### src/hw/rtl/twwe_pkg.sv
package twwe_pkg;

    localparam int TEXT_DEPTH_DEF = 64;
    localparam int GLYPH_DEPTH    = 256;

    localparam logic [7:0] CH_NL  = 8'd10;
    localparam logic [7:0] CH_SP  = 8'd32;
    localparam logic [7:0] CH_TAB = 8'd9;

    localparam logic [31:0] SAT32 = 32'hFFFF_FFFF;

    localparam logic [2:0] CFG_X_SCALE     = 3'd0;
    localparam logic [2:0] CFG_Y_SCALE     = 3'd1;
    localparam logic [2:0] CFG_SPACE_WIDTH = 3'd2;
    localparam logic [2:0] CFG_LINE_HEIGHT = 3'd3;
    localparam logic [2:0] CFG_WRAP_WIDTH  = 3'd4;

    localparam logic [1:0] MODE_GLYPH = 2'd0;
    localparam logic [1:0] MODE_TEXT  = 2'd1;
    localparam logic [1:0] MODE_READ  = 2'd2;

    localparam logic KIND_EXTENTS = 1'b0;
    localparam logic KIND_CHAR    = 1'b1;

    typedef enum logic [1:0] {
        TA_I,
        TA_BP,
        TA_IDX
    } t_taddr;

    typedef struct packed {
        logic   accept;
        t_taddr taddr;
        logic   nl_wr;
        logic   nl_at_bp;
        logic   calc_prod;
        logic   wrap_init;
        logic   meas_init;
        logic   inc_i;
        logic   i_from_bp;
        logic   bp_from_i;
        logic   dec_bp;
        logic   width_clr;
        logic   width_add;
        logic   lines_inc;
        logic   best_upd;
        logic   ht1;
        logic   ht2;
        logic   out_ext;
        logic   out_rb;
    } t_cmd;

    typedef struct packed {
        logic       i_end;
        logic       bp_zero;
        logic       q_nl;
        logic       q_brk;
        logic       over;
        logic [1:0] in_mode;
        logic       in_last;
        logic       in_makes_result;
        logic       out_busy;
    } t_status;

endpackage

### src/hw/rtl/twwe_ctrl.sv
module twwe_ctrl import twwe_pkg::*; (
    input  logic    i_clk,
    input  logic    i_rst_n,
    input  logic    i_in_valid,
    input  t_status i_status,
    output logic    o_in_stall,
    output t_cmd    o_cmd
);

    typedef enum logic [3:0] {
        S_IDLE,
        S_RB,
        S_WRD,
        S_WCH,
        S_WGL,
        S_WADD,
        S_BRD,
        S_BCH,
        S_MRD,
        S_MCH,
        S_MGL,
        S_MADD,
        S_MFIN,
        S_H2,
        S_OUT
    } t_state;

    t_state r_state;
    t_state n_state;

    always_ff @(posedge i_clk) begin
        if (!i_rst_n) begin
            r_state <= S_IDLE;
        end else begin
            r_state <= n_state;
        end
    end

    always_comb begin
        n_state    = r_state;
        o_cmd      = '0;
        o_cmd.taddr = TA_I;
        o_in_stall = 1'b1;
        unique case (r_state)
            S_IDLE: begin
                o_in_stall = i_status.out_busy && i_status.in_makes_result;
                if (i_in_valid && !o_in_stall) begin
                    o_cmd.accept = 1'b1;
                    if (i_status.in_mode == MODE_READ) begin
                        o_cmd.taddr = TA_IDX;
                        n_state = S_RB;
                    end else if (i_status.in_mode == MODE_TEXT && i_status.in_last) begin
                        o_cmd.wrap_init = 1'b1;
                        n_state = S_WRD;
                    end
                end
            end
            S_RB: begin
                o_cmd.out_rb = 1'b1;
                n_state = S_IDLE;
            end
            S_WRD: begin
                if (i_status.i_end) begin
                    o_cmd.meas_init = 1'b1;
                    n_state = S_MRD;
                end else begin
                    n_state = S_WCH;
                end
            end
            S_WCH: begin
                if (i_status.q_nl) begin
                    o_cmd.width_clr = 1'b1;
                    o_cmd.lines_inc = 1'b1;
                    o_cmd.inc_i     = 1'b1;
                    n_state = S_WRD;
                end else begin
                    n_state = S_WGL;
                end
            end
            S_WGL: begin
                o_cmd.calc_prod = 1'b1;
                n_state = S_WADD;
            end
            S_WADD: begin
                o_cmd.width_add = 1'b1;
                if (i_status.over) begin
                    o_cmd.bp_from_i = 1'b1;
                    n_state = S_BRD;
                end else begin
                    o_cmd.inc_i = 1'b1;
                    n_state = S_WRD;
                end
            end
            S_BRD: begin
                o_cmd.taddr = TA_BP;
                if (i_status.bp_zero) begin
                    o_cmd.nl_wr     = 1'b1;
                    o_cmd.width_clr = 1'b1;
                    o_cmd.lines_inc = 1'b1;
                    o_cmd.inc_i     = 1'b1;
                    n_state = S_WRD;
                end else begin
                    n_state = S_BCH;
                end
            end
            S_BCH: begin
                o_cmd.taddr = TA_BP;
                if (i_status.q_nl) begin
                    o_cmd.nl_wr     = 1'b1;
                    o_cmd.width_clr = 1'b1;
                    o_cmd.lines_inc = 1'b1;
                    o_cmd.inc_i     = 1'b1;
                    n_state = S_WRD;
                end else if (i_status.q_brk) begin
                    o_cmd.nl_wr     = 1'b1;
                    o_cmd.nl_at_bp  = 1'b1;
                    o_cmd.width_clr = 1'b1;
                    o_cmd.lines_inc = 1'b1;
                    o_cmd.i_from_bp = 1'b1;
                    n_state = S_WRD;
                end else begin
                    o_cmd.dec_bp = 1'b1;
                    n_state = S_BRD;
                end
            end
            S_MRD: begin
                n_state = i_status.i_end ? S_MFIN : S_MCH;
            end
            S_MCH: begin
                if (i_status.q_nl) begin
                    o_cmd.best_upd  = 1'b1;
                    o_cmd.width_clr = 1'b1;
                    o_cmd.inc_i     = 1'b1;
                    n_state = S_MRD;
                end else begin
                    n_state = S_MGL;
                end
            end
            S_MGL: begin
                o_cmd.calc_prod = 1'b1;
                n_state = S_MADD;
            end
            S_MADD: begin
                o_cmd.width_add = 1'b1;
                o_cmd.inc_i     = 1'b1;
                n_state = S_MRD;
            end
            S_MFIN: begin
                o_cmd.best_upd = 1'b1;
                o_cmd.ht1      = 1'b1;
                n_state = S_H2;
            end
            S_H2: begin
                o_cmd.ht2 = 1'b1;
                n_state = S_OUT;
            end
            S_OUT: begin
                o_cmd.out_ext = 1'b1;
                n_state = S_IDLE;
            end
            default: begin
                n_state = S_IDLE;
            end
        endcase
    end

endmodule

### config.mk
export PLATFORM = sky130hd
export DESIGN_NAME = twwe_ctrl
export DESIGN_NICKNAME = d
export VERILOG_FILES = /design/src/hw/rtl/twwe_pkg.sv /design/src/hw/rtl/twwe_ctrl.sv
export SDC_FILE = /design/constraint.sdc
export NUM_CORES = 1
export LEC_CHECK = 0
export BUFFER_PORTS_ARGS = -buffer_cell sky130_fd_sc_hd__buf_2
export CORE_MARGIN = 1
export CORE_UTILIZATION = 47
export DETAILED_ROUTE_END_ITERATION = 6
export PLACE_DENSITY = 0.83
export SYNTH_ARGS = -nofsm -noshare
export SYNTH_HDL_FRONTEND = slang
export SYNTH_SLANG_ARGS = --single-unit
### constraint.sdc
create_clock -name i_clk -period 2.6 [get_ports i_clk]
set_input_delay 0.13 -clock i_clk [delete_from_list [all_inputs] [get_ports i_clk]]
set_output_delay 0.13 -clock i_clk [all_outputs]
set_load 0.01 [all_outputs]
==> flow_summary.json <==
{
  "status": "completed",
  "p_clk_share_pct": 36.1,
  "gr-total-overflow": 0,
  "rr_startpoint": "r_state[0]",
  "fin_tns_setup_ns": 0,
  "p_sw_uw": 62.0,
  "hold_class": "in2reg",
  "dr.pass1.iters": 4,
  "grt_pass1_wl_mm": 2.45,
  "synth_seq_area_share_pct": 12.1,
  "cts_buffer_depth": 2,
  "synth_top_area_share_pct": 12.1,
  "ys_seq_elements": 4,
  "yosys.cell_types.count": 39,
  "cap_viol_max_count": 0,
  "p_leak_uw": 0.000363,
  "min_delay_worst_endpoint": "r_state[2]",
  "ant_nets": 0,
  "swShare_pct": 30.5,
  "final_common_cell": "buf_2",
  "cts_buffers": 3,
  "num_vias": 755,
  "synthMuxAreaShare_pct": 3.80,
  "wl_per_cell_um": 11.6,
  "die_w_um": 39.5,
  "routed_via_density": 5.59,
  "fin_skew_ns": 0.000654,
  "wl_mm": 1.57,
  "ys_warn_count": 0,
  "synth_adder_area_share_pct": 0,
  "cts_sinks": 4,
  "cts_setup_buffers": 0,
  "yosysTopAreaCell": "dfxtp_1",
  "synth_edf_count": 0,
  "synthArstFlopShare_pct": 0,
  "initial_core_util_pct": 50.7,
  "min_period_ns": 1.98,
  "ioPinCount": 34,
  "fin_hold_ws_ns": 0.291,
  "ctsHoldBuffers": 0,
  "synth_area_leaders": "dfxtp_1 (12%), nand2_1 (5.1%), buf_6 (5.1%)",
  "dp_hpwl_mm": 1.17,
  "maxClockFrequency_ghz": 0.505,
  "final-hold-violation-count": 0,
  "fin_ws_ns": 0.622,
  "reg2regPathDepth": 4,
  "syn_nets": 106,
  "crit_path_end_kind": "output pin",
  "n_fill_cell": 125,
  "pre_cts_slack_ns": 0.900,
  "max_slew_margin_pct": 53.8,
  "worstHoldStart": "i_status[6]",
  "power_frac_seq_pct": 35.0,
  "synth_simple_gate_area_share_pct": 40.6,
  "setup_viol": 0,
  "maxSlewViolCount": 0,
  "tritoncts": "built",
  "first_global_vias": 573,
  "ys.flop_type": "dfxtp_1",
  "syn_inst": 93,
  "syn2layout_area_growth_pct": 20.5,
  "synth.avg_cell_area_um2": 7.09,
  "top_register": "r_state",
  "path_clk_slew_ns": 0.04,
  "rr_endpoint": "r_state[0]",
  "core_mm2": 0.00130,
  "die_h_um": 39.5,
  "powerDensity_mw_per_mm2": 255,
  "total_power_uw": 203,
  "drc_errors": 0,
  "r2r_setup_slack_ns": 0.92,
  "port_buffers": 33,
  "critPathMaxFanout": 21,
  "htree_levels": 1,
  "hold_depth": 3,
  "rsz0062_at_grt": "no",
  "drt_iter0_markers": 34,
  "critical_path_class": "reg2out",
  "comb_power_share_pct": 28.9,
  "final_nets": 135,
  "track_usage_pct": 21.8,
  "largest_register_ffs": 4,
  "num_antenna_cells": 0,
  "ir_worst_vdd_uv": 282,
  "grt_max_degree": 22,
  "power.internal_uw": 141,
  "synth.cell_area_um2": 659,
  "synth_compound_area_share_pct": 28.7,
  "antenna_found_initial": 0,
  "final_core_util_pct": 61.1,
  "post_cts_resized": 0,
  "rows": 13,
  "worst_setup_path_start_kind": "flip-flop",
  "cp.arrival_ns": 1.85,
  "clockRootBuffer": "clkbuf_4",
  "die_area_mm2": 0.00156,
  "max_slew.worst_pin.slew_ns": 0.692,
  "largestRegisters": "r_state x4",
  "drive_gt1_share_pct": 35.8,
  "gp_congestion": 0.817,
  "clock_latency_ns": 0.23,
  "final.period_utilization_pct": 76.1,
  "synth_top_family_by_area": "simple AND/OR/NAND/NOR gates",
  "layout_common_cells": "buf_2 (33), nand2_1 (9), nor2_1 (8), inv_1 (7), nor3_1 (6)",
  "required_ns": 2.47,
  "synthXorXnorAreaFrac_pct": 0
}
## worst max-delay path, cell delays in order (launching register included)
cell,delay [ns]
dfxtp_1,0.76
nand2_2,0.22
nor4b_1,0.43
buf_2,0.21
## per-layer routing
metal  track usage, %  share of wire [%]  vias up
li1                 -                  -      387
met3                0                5.1        0
met5                0                  0        -
met1             32.1                 47      341
met4             6.90                  0        0
met2             34.0                 48       27
## power by group through the flow
stage | Combinational [uW] | Sequential [uW] | Clock [uW]
final | 58.6 | 70.9 | 73.3
after global routing | 64.4 | 71.6 | 79.3
after CTS | 58.4 | 70.7 | 77.9
after detailed placement | 58.3 | 71.7 | 0
after global placement | 57.0 | 71.4 | 0
after floorplan | 43.4 | 65.9 | 0
## synth_stat cells (2+ instances only)
cell type	number
inv_1	7
nor2b_1	5
dfxtp_1	4
a21o_1	2
nand3_1	4
buf_6	3
nand2_1	9
nor3b_1	3
o21bai_1	2
nor4_1	2
o21ai_0	2
buf_2	3
nor3_1	6
and2_1	3
nor2_1	8
nor4b_1	2
buf_4	3
nand2b_1	4
## worst max path at each step
| stage | startpoint | endpoint | cells past startpoint |
|---|---|---|---|
| 5_1_grt | r_state[2] | o_cmd[10] | 3 |
| 3_5_place_dp | r_state[0] | o_cmd[15] | 3 |
| 3_3_place_gp | r_state[2] | o_cmd[11] | 4 |
| 4_1_cts | r_state[0] | o_cmd[15] | 3 |
| 2_1_floorplan | r_state[1] | o_cmd[15] | 4 |
| 6_report | r_state[2] | o_cmd[15] | 3 |
## cell families after synthesis
logic type | count (synthesis)
muxes | 2
AOI/OAI and AO/OA | 22
DFF | 4
and+or+nand+nor | 49
buffers and inverters | 16
## final cells by class
cell class,count,area (um2),share of cell area (%)
well taps,15,18.8,2.36
inverters,7,26.3,3.31
repair buffers,33,165,20.8
clock buffers,3,22.5,2.83
flip-flops and latches,4,80.1,10.1
multi-input cells,73,482,60.6
## metrics by stage
| step | instance area [um2] | std cells |
|---|---|---|
| 2_1_floorplan | 659 | 93 |
| 3_3_place_gp | 772 | 132 |
| 3_5_place_dp | 772 | 132 |
| 4_1_cts | 795 | 135 |
| 5_1_grt | 795 | 135 |
| 6_report | 795 | 135 |
Note: power is estimated with default switching activity, not from simulation.
